<file path="config.mk">
export PLATFORM = sky130hd
export DESIGN_NAME = pal2rgb_chan
export DESIGN_NICKNAME = d
export VERILOG_FILES = /design/src/pal2rgb_pkg.sv /design/src/pal2rgb_chan.sv
export SDC_FILE = /design/constraint.sdc
export NUM_CORES = 1
export LEC_CHECK = 0
export BUFFER_PORTS_ARGS = -buffer_cell sky130_fd_sc_hd__buf_2
export CORE_MARGIN = 2
export CORE_UTILIZATION = 50
export DETAILED_ROUTE_END_ITERATION = 8
export GPL_TIMING_DRIVEN = 0
export PLACE_DENSITY = 0.73
export SYNTH_ARGS = -nofsm -noshare
export SYNTH_HDL_FRONTEND = slang
export SYNTH_SLANG_ARGS = --single-unit
export TNS_END_PERCENT = 1
</file>
<file path="constraint.sdc">
create_clock -name vclk -period 15.1
set_input_delay 3.02 -clock vclk [all_inputs]
set_output_delay 3.02 -clock vclk [all_outputs]
set_load 0.02 [all_outputs]
</file>
<file path="src/pal2rgb_pkg.sv">
// Shared types, constants and helpers for the palette index to packed RGB block.
// No dependencies; imported by pal2rgb_chan and palette_index_to_packed_rgb.
package pal2rgb_pkg;

  localparam int unsigned PaletteEntriesDef = 256;
  localparam int unsigned AddrW             = 4;
  localparam int unsigned DataW             = 32;

  localparam logic [7:0] RsvdLowEnd   = 8'd10;   // entries below this are reserved
  localparam logic [7:0] RsvdHighBase = 8'd246;  // entries from this up are reserved
  localparam logic [7:0] IdxBlack     = 8'd0;
  localparam logic [7:0] IdxWhite     = 8'd255;

  localparam logic FuncWrite   = 1'b0;
  localparam logic FuncConvert = 1'b1;

  localparam logic [1:0] RegRedMask   = 2'd0;
  localparam logic [1:0] RegGreenMask = 2'd1;
  localparam logic [1:0] RegBlueMask  = 2'd2;

  localparam logic [31:0] RedMaskRst   = 32'h00FF_0000;
  localparam logic [31:0] GreenMaskRst = 32'h0000_FF00;
  localparam logic [31:0] BlueMaskRst  = 32'h0000_00FF;

  // Channel layout taken from a mask: position of lowest set bit and field width.
  typedef struct packed {
    logic [4:0] shift;
    logic [5:0] bits;
  } chan_fmt_t;

  function automatic chan_fmt_t fmt_of_mask(logic [31:0] mask);
    chan_fmt_t  f;
    logic [4:0] lo;
    logic [4:0] hi;
    lo = 5'd0;
    hi = 5'd0;
    for (int i = 31; i >= 0; i--) begin
      if (mask[i]) lo = 5'(i);
    end
    for (int i = 0; i < 32; i++) begin
      if (mask[i]) hi = 5'(i);
    end
    f.shift = lo;
    f.bits  = (mask == '0) ? 6'd0 : 6'({1'b0, hi} - {1'b0, lo} + 6'd1);
    return f;
  endfunction

endpackage

</file>
<file path="src/pal2rgb_chan.sv">
// One channel of the pixel packer: scales an 8-bit color to the mask's field
// width and places it under the mask. Depends on pal2rgb_pkg.
module pal2rgb_chan (
  input  logic [7:0]              c_i,
  input  logic [31:0]             mask_i,
  input  pal2rgb_pkg::chan_fmt_t  fmt_i,
  output logic [31:0]             word_o
);
  import pal2rgb_pkg::*;

  logic [31:0] pattern;
  logic [31:0] top_bits;
  logic [15:0] rot_wide;
  logic [7:0]  rem;
  logic [31:0] scaled;

  // c/255 in base 256 is the byte c repeated, so c*2^b/255 floors to the
  // top b bits of that pattern; the next byte of the pattern is the remainder.
  assign pattern  = {c_i, c_i, c_i, c_i};
  assign top_bits = pattern >> (6'd32 - fmt_i.bits);
  assign rot_wide = {c_i, c_i} << fmt_i.bits[2:0];
  assign rem      = rot_wide[15:8];

  // Subtracting c from the numerator borrows one when the remainder is short.
  assign scaled = (rem < c_i) ? top_bits - 32'd1 : top_bits;
  assign word_o = (scaled << fmt_i.shift) & mask_i;

endmodule
</file>
# Yosys cells after proc, flatten, opt, wreduce, memory -nomap -nowiden
# Index checks and enable logic that the tools add are counted.
# Widths: inputs -> output; s select.
# word_totals
regBits	0
out_inout_bits	32
elab_cells	8
# op_classes
add_sub_neg	2
n_lt_le_gt_ge	1
shift	3
muxes	1
bitwise_logic	1
# op_table
op	n
$and 32x32->32	1
$mux 32	1
$shl 32x5->32	1
$shr 32x6->32	1
$sub 32x1->32 const B	1
$shl 16x3->16	1
$lt 8x8->1	1
$sub 6x6->6 const A	1

# Logic depth before layout (Yosys ltp)
# Gate-level depths: netlist of the first run.
# logic_depth
depth_word	6
ltp_mapped	21
ltp_nobuf	16

# Worst setup path before layout of the first run
# No wires, ideal clock.
# synth_path
path_kind	in2out
from	input port fmt_i[0] in the netlist's numbering
to	output port word_o[10]
t_arrival_ns	7.560
t_required_ns	12.080
setup_slack_ns	4.520
cell_stages	20
n_path_buf	6
cell_sequence	buf_6 > buf_4 > buf_2 > buf_2 > o21ai_0 > mux4_2 > ha_1 > nor2b_1 > o211ai_1 > a21oi_1 > nor4b_2 > nand4_2 > o41a_1 > buf_4 > buf_2 > a21oi_1 > a32oi_1 > mux2i_1 > mux2i_1 > nor3b_1
# synth_via
elab_chain_cells	6
elab_cells_between_ends	8
cone_classes	2 x add/sub; 1 x order compare; 3 x shift; 1 x mux; 1 x bitwise
# synth_lines
element	line	text
start, declared	pal2rgb_chan.sv:6	input pal2rgb_pkg::chan_fmt_t fmt_i,
$sub 6x6->6	pal2rgb_chan.sv:20	assign top_bits = pattern >> (6'd32 - fmt_i.bits);
$shr 32x6->32	pal2rgb_chan.sv:20	
$sub 32x1->32	pal2rgb_chan.sv:25	assign scaled = (rem < c_i) ? top_bits - 32'd1 : top_bits;
$mux 32 *	pal2rgb_chan.sv:25	
$shl 32x5->32 *	pal2rgb_chan.sv:26	assign word_o = (scaled << fmt_i.shift) & mask_i;
$and 32x32->32 *	pal2rgb_chan.sv:26	
end, declared	pal2rgb_chan.sv:7	output logic [31:0] word_o
# Every way passes the cells marked *; elsewhere a longest branch is shown, timed or not.

# Worst setup path in the final report of the first run
# layout_path
from	input port fmt_i[1] in the netlist's numbering
to	output port word_o[24]
# Same word-level chain as after synthesis.

==> impl_metrics.env, run 1 <==
export IMPL_antenna_found_initial=0
export IMPL_tns_ns=0
export IMPL_critPathLaunchType="input port"
export IMPL_post_route_util_pct=56.8
export IMPL_syn_area_um2=4600
export IMPL_ys_top_cells_by_area="mux4_2 12%, mux2i_1 6.5%, nand2_1 5.5%, nor2_1 4.6%, o21ai_0 3.9%"
export IMPL_slew_headroom_pct=38.7
export IMPL_total_power_uw=288
export IMPL_grt_busiest_layer="met2"
export IMPL_yosysTopAreaCell="mux4_2"
export IMPL_ir_drop_uv=25.1
export IMPL_rsz0062_at_grt="false"
export IMPL_powerDensity_nw_per_um2=56.0
export IMPL_io_pin_count=83
export IMPL_synth_compound_area_share_pct=37.4
export IMPL_switching_share_pct=62.7
export IMPL_yosysSeqAreaShare_pct=0
export IMPL_grt_pass1_wl_um=29800
export IMPL_period_share_pct=78.1
export IMPL_initial_utilization_pct=50.8
export IMPL_seqPwrFrac_pct=0
export IMPL_drtPass1Iterations=5
export IMPL_fmax_ghz=0.0848
export IMPL_synth_nets=685
export IMPL_seq_area_um2=0
export IMPL_muxShareOfSynthArea_pct=21.8
export IMPL_grt_overflow=0
export IMPL_grt_pass1_vias=5423
export IMPL_wirelength_um=18900
export IMPL_hold_path_class="input port to output pin"
export IMPL_crit_type="input port to output pin"
export IMPL_gr_usage_met3_pct=4.53
export IMPL_nFillCells=905
export IMPL_synth_distinct_cells=99
export IMPL_clock_buffers=0
export IMPL_vias_per_cell=7.05
export IMPL_setup_viol=0
export IMPL_drc=0
export IMPL_die_x_um=100
export IMPL_areaGrowthSynthToFinish_pct=11.9
export IMPL_pwr_share_clk_pct=0
export IMPL_synthAdderAreaFrac_pct=2.45
export IMPL_cts_hold_buf=0
export IMPL_drive_gt1_share_pct=25.1
export IMPL_dieArea_um2=9990
export IMPL_syn_area_per_cell_um2=7.37
export IMPL_yosys_warnings=0
export IMPL_rows=35
export IMPL_cp_end_kind="output pin"
export IMPL_synth_xor_area_share_pct=2.12
export IMPL_place_port_buffers=80
export IMPL_fin_crit_ns=11.79
export IMPL_post_cts_buffers=0
export IMPL_design_seq_count=0
export IMPL_synth_top_family_by_area="compound AO/OA/AOI/OAI gates"
export IMPL_post_dp_hpwl_um=15500
export IMPL_arrival_ns=8.77
export IMPL_wl_per_cell_um=23.2
export IMPL_worstPathRequired_ns=12.08
export IMPL_grt_util_met2_pct=66.3
export IMPL_grt_max_degree=11
export IMPL_worst_pin_slew_ns=0.910
export IMPL_yosysTopAreaCellShare_pct=11.7
export IMPL_combPwrFrac_pct=100.0
export IMPL_worstSetupStartpoint="fmt_i[1]"
export IMPL_leakage_nw=2.14
export IMPL_diodes=0
export IMPL_finalHoldViolations=0
export IMPL_die_h_um=100
export IMPL_drt_iter0_markers=481
export IMPL_fp_coreArea_um2=9060
export IMPL_num_vias=5752
export IMPL_worst_path_max_fanout=9
export IMPL_use_met1_pct=43.8
export IMPL_nNetsFinal=767
export IMPL_drv_cap=0
export IMPL_cts_resized=0
export IMPL_synth_simple_gate_area_share_pct=28.6
export IMPL_ant_nets=0
export IMPL_maxSlewViolCount=0
export IMPL_status="completed"
export IMPL_crit_end="word_o[24]"
export IMPL_p_int_uw=108
export IMPL_grt_util_all_layers_pct=37.3
export IMPL_switchingPower_uw=181
export IMPL_gp_congestion=0.990
export IMPL_syn_inst=625
==> cell type report <==
| type | count | area (um2) | area share [%] |
|---|---|---|---|
| inverter | 25 | 93.8 | 1.82 |
| timing repair buffer | 80 | 400 | 7.77 |
| multi-input combinational | 548 | 4260 | 82.7 |
| buffer | 52 | 258 | 5.00 |
| tap | 111 | 139 | 2.70 |
==> worst min-delay path by stage <==
stage / from / to / depth (start not counted)
5_1_grt: mask_i[1] / word_o[1] / 4
3_3_place_gp: mask_i[6] / word_o[6] / 4
3_5_place_dp: mask_i[1] / word_o[1] / 4
4_1_cts: mask_i[1] / word_o[1] / 4
2_1_floorplan: mask_i[1] / word_o[1] / 2
6_report: mask_i[1] / word_o[1] / 4
==> logic make-up (layout without fill, tap and decap cells) <==
| logic type | after synthesis | after routing |
|---|---|---|
| xor gates and xnor gates | 6 | 6 |
| muxes | 68 | 68 |
| AOI/OAI and AO/OA | 215 | 215 |
| adders and majority gates | 9 | 9 |
| and+or+nand+nor | 250 | 250 |
| buffers and inverters | 77 | 157 |
==> metrics by stage <==
step | std cells | hold WS (ns) | setup WS (ns) | instance area, um2
2_1_floorplan | 625 | 6.16 | 4.52 | 4600
3_3_place_gp | 816 | 6.35 | 3.50 | 5140
3_5_place_dp | 816 | 6.36 | 3.49 | 5140
4_1_cts | 816 | 6.36 | 3.48 | 5140
5_1_grt | 816 | 6.36 | 2.87 | 5150
6_report | 816 | 6.35 | 3.31 | 5150
==> power by group through the flow <==
| stage | registers [mW] | clock network [mW] | logic, mW |
|---|---|---|---|
| after floorplan | 0 | 0 | 0.201 |
| after global placement | 0 | 0 | 0.274 |
| after detailed placement | 0 | 0 | 0.277 |
| after CTS | 0 | 0 | 0.279 |
| after global routing | 0 | 0 | 0.309 |
| final | 0 | 0 | 0.288 |
==> cells in the final DEF, fill, tap and decap left out, types with 6 or more instances in the layout <==
| cell | synthesis | final |
|---|---|---|
| o31ai_1 | 6 | 6 |
| mux2_2 | 11 | 11 |
| a21oi_1 | 18 | 18 |
| nand2_1 | 68 | 68 |
| o211a_1 | 8 | 8 |
| ha_1 | 9 | 9 |
| a31oi_1 | 6 | 6 |
| o21ai_1 | 6 | 6 |
| a221oi_1 | 9 | 9 |
| nand4_1 | 6 | 6 |
| and2_1 | 10 | 10 |
| nor3_1 | 18 | 18 |
| clkbuf_1 | 31 | 31 |
| o211ai_1 | 17 | 17 |
| a22oi_1 | 9 | 9 |
| inv_1 | 22 | 22 |
| nand3_1 | 23 | 23 |
| o2111ai_1 | 6 | 6 |
| o21ai_0 | 36 | 36 |
| mux2i_1 | 30 | 30 |
| nor2_1 | 56 | 56 |
| and3_1 | 20 | 20 |
| a211oi_1 | 8 | 8 |
| mux4_2 | 24 | 24 |
| buf_2 | 11 | 91 |
==> synthesized netlist by cell type (4+ instances only) <==
library cell	count
a22oi_1	9
o2111ai_1	6
nand3_1	23
o21a_1	4
o221ai_1	4
ha_1	9
or3_1	5
and4_1	4
nor4_1	5
o21ai_1	6
a21oi_1	18
clkbuf_1	31
a221oi_1	9
nand4_1	6
and3_1	20
o211a_1	8
nand2b_1	4
a21boi_0	4
o31ai_1	6
inv_1	22
and2_1	10
a21boi_1	4
a31oi_1	6
buf_2	11
a22o_1	4
o21ai_0	36
a32oi_1	5
nor2_1	56
nand2_1	68
o22a_1	4
o211ai_1	17
buf_6	5
a211oi_1	8
mux2i_1	30
nor3_1	18
mux4_2	24
mux2_2	11
==> worst max-delay path: stages <==
cell and delay, ns:
buf_2 0.16, clkinv_1 0.33, ha_1 0.49, or2_1 0.33, a221oi_2 0.62, or3_1 0.23, a311oi_2 0.16, inv_1 0.19
ha_1 0.16, nor4b_2 0.48, nand4_2 0.32, nor2_1 0.37, nor4_1 0.10, a2111oi_0 0.65, mux2i_1 0.33, mux4_2 0.52
and2_1 0.16, buf_2 0.15
==> metal layers <==
metal	vias up	wire, um
li1	2653	-
met1	2702	7280
met2	314	9010
met3	83	1330
met4	0	1270
met5	-	0
(Power assumes the default switching activity.)
==> run 2, diff against run 1 <==
--- a/config.mk
+++ b/config.mk
@@ -10,7 +10,7 @@
 export CORE_UTILIZATION = 50
 export DETAILED_ROUTE_END_ITERATION = 8
 export GPL_TIMING_DRIVEN = 0
-export PLACE_DENSITY = 0.73
+export PLACE_DENSITY = 0.76
 export SYNTH_ARGS = -nofsm -noshare
 export SYNTH_HDL_FRONTEND = slang
 export SYNTH_SLANG_ARGS = --single-unit
==> constraint.sdc (replaced) <==
create_clock -name vclk -period 9.8
set_input_delay 1.96 -clock vclk [all_inputs]
set_output_delay 1.96 -clock vclk [all_outputs]
set_load 0.02 [all_outputs]
==> impl_metrics.env, run 2 (same netlist as run 1, synthesis figures left out) <==
export IMPL_areaGrowthSynthToFinish_pct=12.7
export IMPL_die_x_um=100
export IMPL_worst_pin_slew_ns=0.908
export IMPL_tns_ns=0
export IMPL_powerDensity_nw_per_um2=86.4
export IMPL_io_pin_count=83
export IMPL_vias_per_cell=7.18
export IMPL_place_port_buffers=80
export IMPL_critPathLaunchType="input port"
export IMPL_die_h_um=100
export IMPL_fin_crit_ns=9.60
export IMPL_cp_end_kind="output pin"
export IMPL_final_cell_mix="91 x buf_2, 68 x nand2_1, 56 x nor2_1"
export IMPL_nNetsFinal=767
export IMPL_grt_max_degree=11
export IMPL_leakage_nw=2.15
export IMPL_rsz0062_at_grt="false"
export IMPL_finalHoldViolations=0
export IMPL_seq_area_um2=0
export IMPL_mostFrequentLayoutCell="buf_2"
export IMPL_num_vias=5861
export IMPL_period_share_pct=98.0
export IMPL_critical_path_slowest_cell="a311oi_2"
export IMPL_clock_buffers=0
export IMPL_grt_pass1_vias=5594
export IMPL_wl_per_cell_um=23.1
export IMPL_setup_viol=0
export IMPL_post_dp_hpwl_um=15300
export IMPL_grt_util_all_layers_pct=37.1
export IMPL_ir_drop_uv=40.0
export IMPL_slowest_delay_ns=0.55
export IMPL_ant_nets=0
export IMPL_initial_utilization_pct=50.8
export IMPL_drtPass1Iterations=7
export IMPL_gp_congestion=1.02
export IMPL_status="completed"
export IMPL_worst_path_max_fanout=10
export IMPL_grt_overflow=0
export IMPL_post_cts_buffers=0
export IMPL_design_seq_count=0
export IMPL_slew_headroom_pct=38.8
export IMPL_drv_cap=0
export IMPL_wirelength_um=18800
export IMPL_rows=35
export IMPL_grt_pass1_wl_um=29900
export IMPL_antenna_found_initial=0
export IMPL_maxSlewViolCount=0
export IMPL_hold_path_class="input port to output pin"
export IMPL_arrival_ns=7.64
export IMPL_crit_type="input port to output pin"
export IMPL_dieArea_um2=9990
export IMPL_drt_iter0_markers=510
export IMPL_drive_gt1_share_pct=25.2
export IMPL_path_common_cell="buf_2"
export IMPL_diodes=0
export IMPL_drc=0
export IMPL_crit_chain="buf_2 -> clkinv_1 -> ha_1 -> buf_2 -> buf_4 -> mux2i_1 -> mux2_2 -> or3_1 -> a311oi_2 -> inv_1 -> ha_1 -> nor4b_4 -> xnor2_1 -> o21ai_0 -> a2111oi_2 -> mux2i_1 -> mux4_2 -> and2_1 -> buf_2"
export IMPL_fmax_ghz=0.104
export IMPL_post_place_ws_ns=0.127
export IMPL_worstPathRequired_ns=7.84
export IMPL_worst_slack_ns=0.199
export IMPL_fp_coreArea_um2=9060
[run 2: per-stage QoR]
stage	area, um2	hold slack, ns	utilization, %	total power [mW]	cells
floorplan	4600	4.04	-	0.310	625
global placement	5140	4.24	56.7	0.421	816
detailed placement	5150	4.24	56.8	0.427	816
CTS	5150	4.24	56.8	0.430	816
global route	5190	4.25	57.2	0.479	816
finish	5190	4.24	57.2	0.448	816
[run 2: path summary, 6_finish.rpt]
path,to,depth (start not counted),start,slack (ns)
setup / recovery,word_o[24],19,fmt_i[1],0.20
hold / removal,word_o[1],4,mask_i[1],4.24
[run 2: what timing repair did]
item	in CTS	in global routing
setup endpoints to repair	0	6
hold buffers	0	0
resized for setup	0	5
[run 2: layout make-up]
cell class / count / area [um2]
multi-input combinational: 548 / 4300
tap: 111 / 139
timing repair buffer: 80 / 400
inverter: 25 / 93.8
fill: 905 / 3880
buffer: 52 / 258
[run 2: routing by layer]
metal	up-vias	global-route usage [%]	part of all wire, %
met5	-	0	0
met4	0	18.9	6.4
met3	81	2.65	6.8
met2	345	66.9	48
met1	2780	44.2	38
li1	2655	-	-
[run 2: report_power, final]
part | internal (mW) | switching, mW
logic | 0.168 | 0.280
clock network | 0 | 0
registers | 0 | 0
[run 2: worst max-delay path, delay by kind of cell]
kind,cells,cell delay (ns)
AO/OA/AOI/OAI,3,1.38
multiplexers,4,1.37
buffers and inverters,6,1.21
adder cells (fa/ha/maj),2,0.66
AND/OR/NAND/NOR,3,0.64
XOR/XNOR,1,0.39
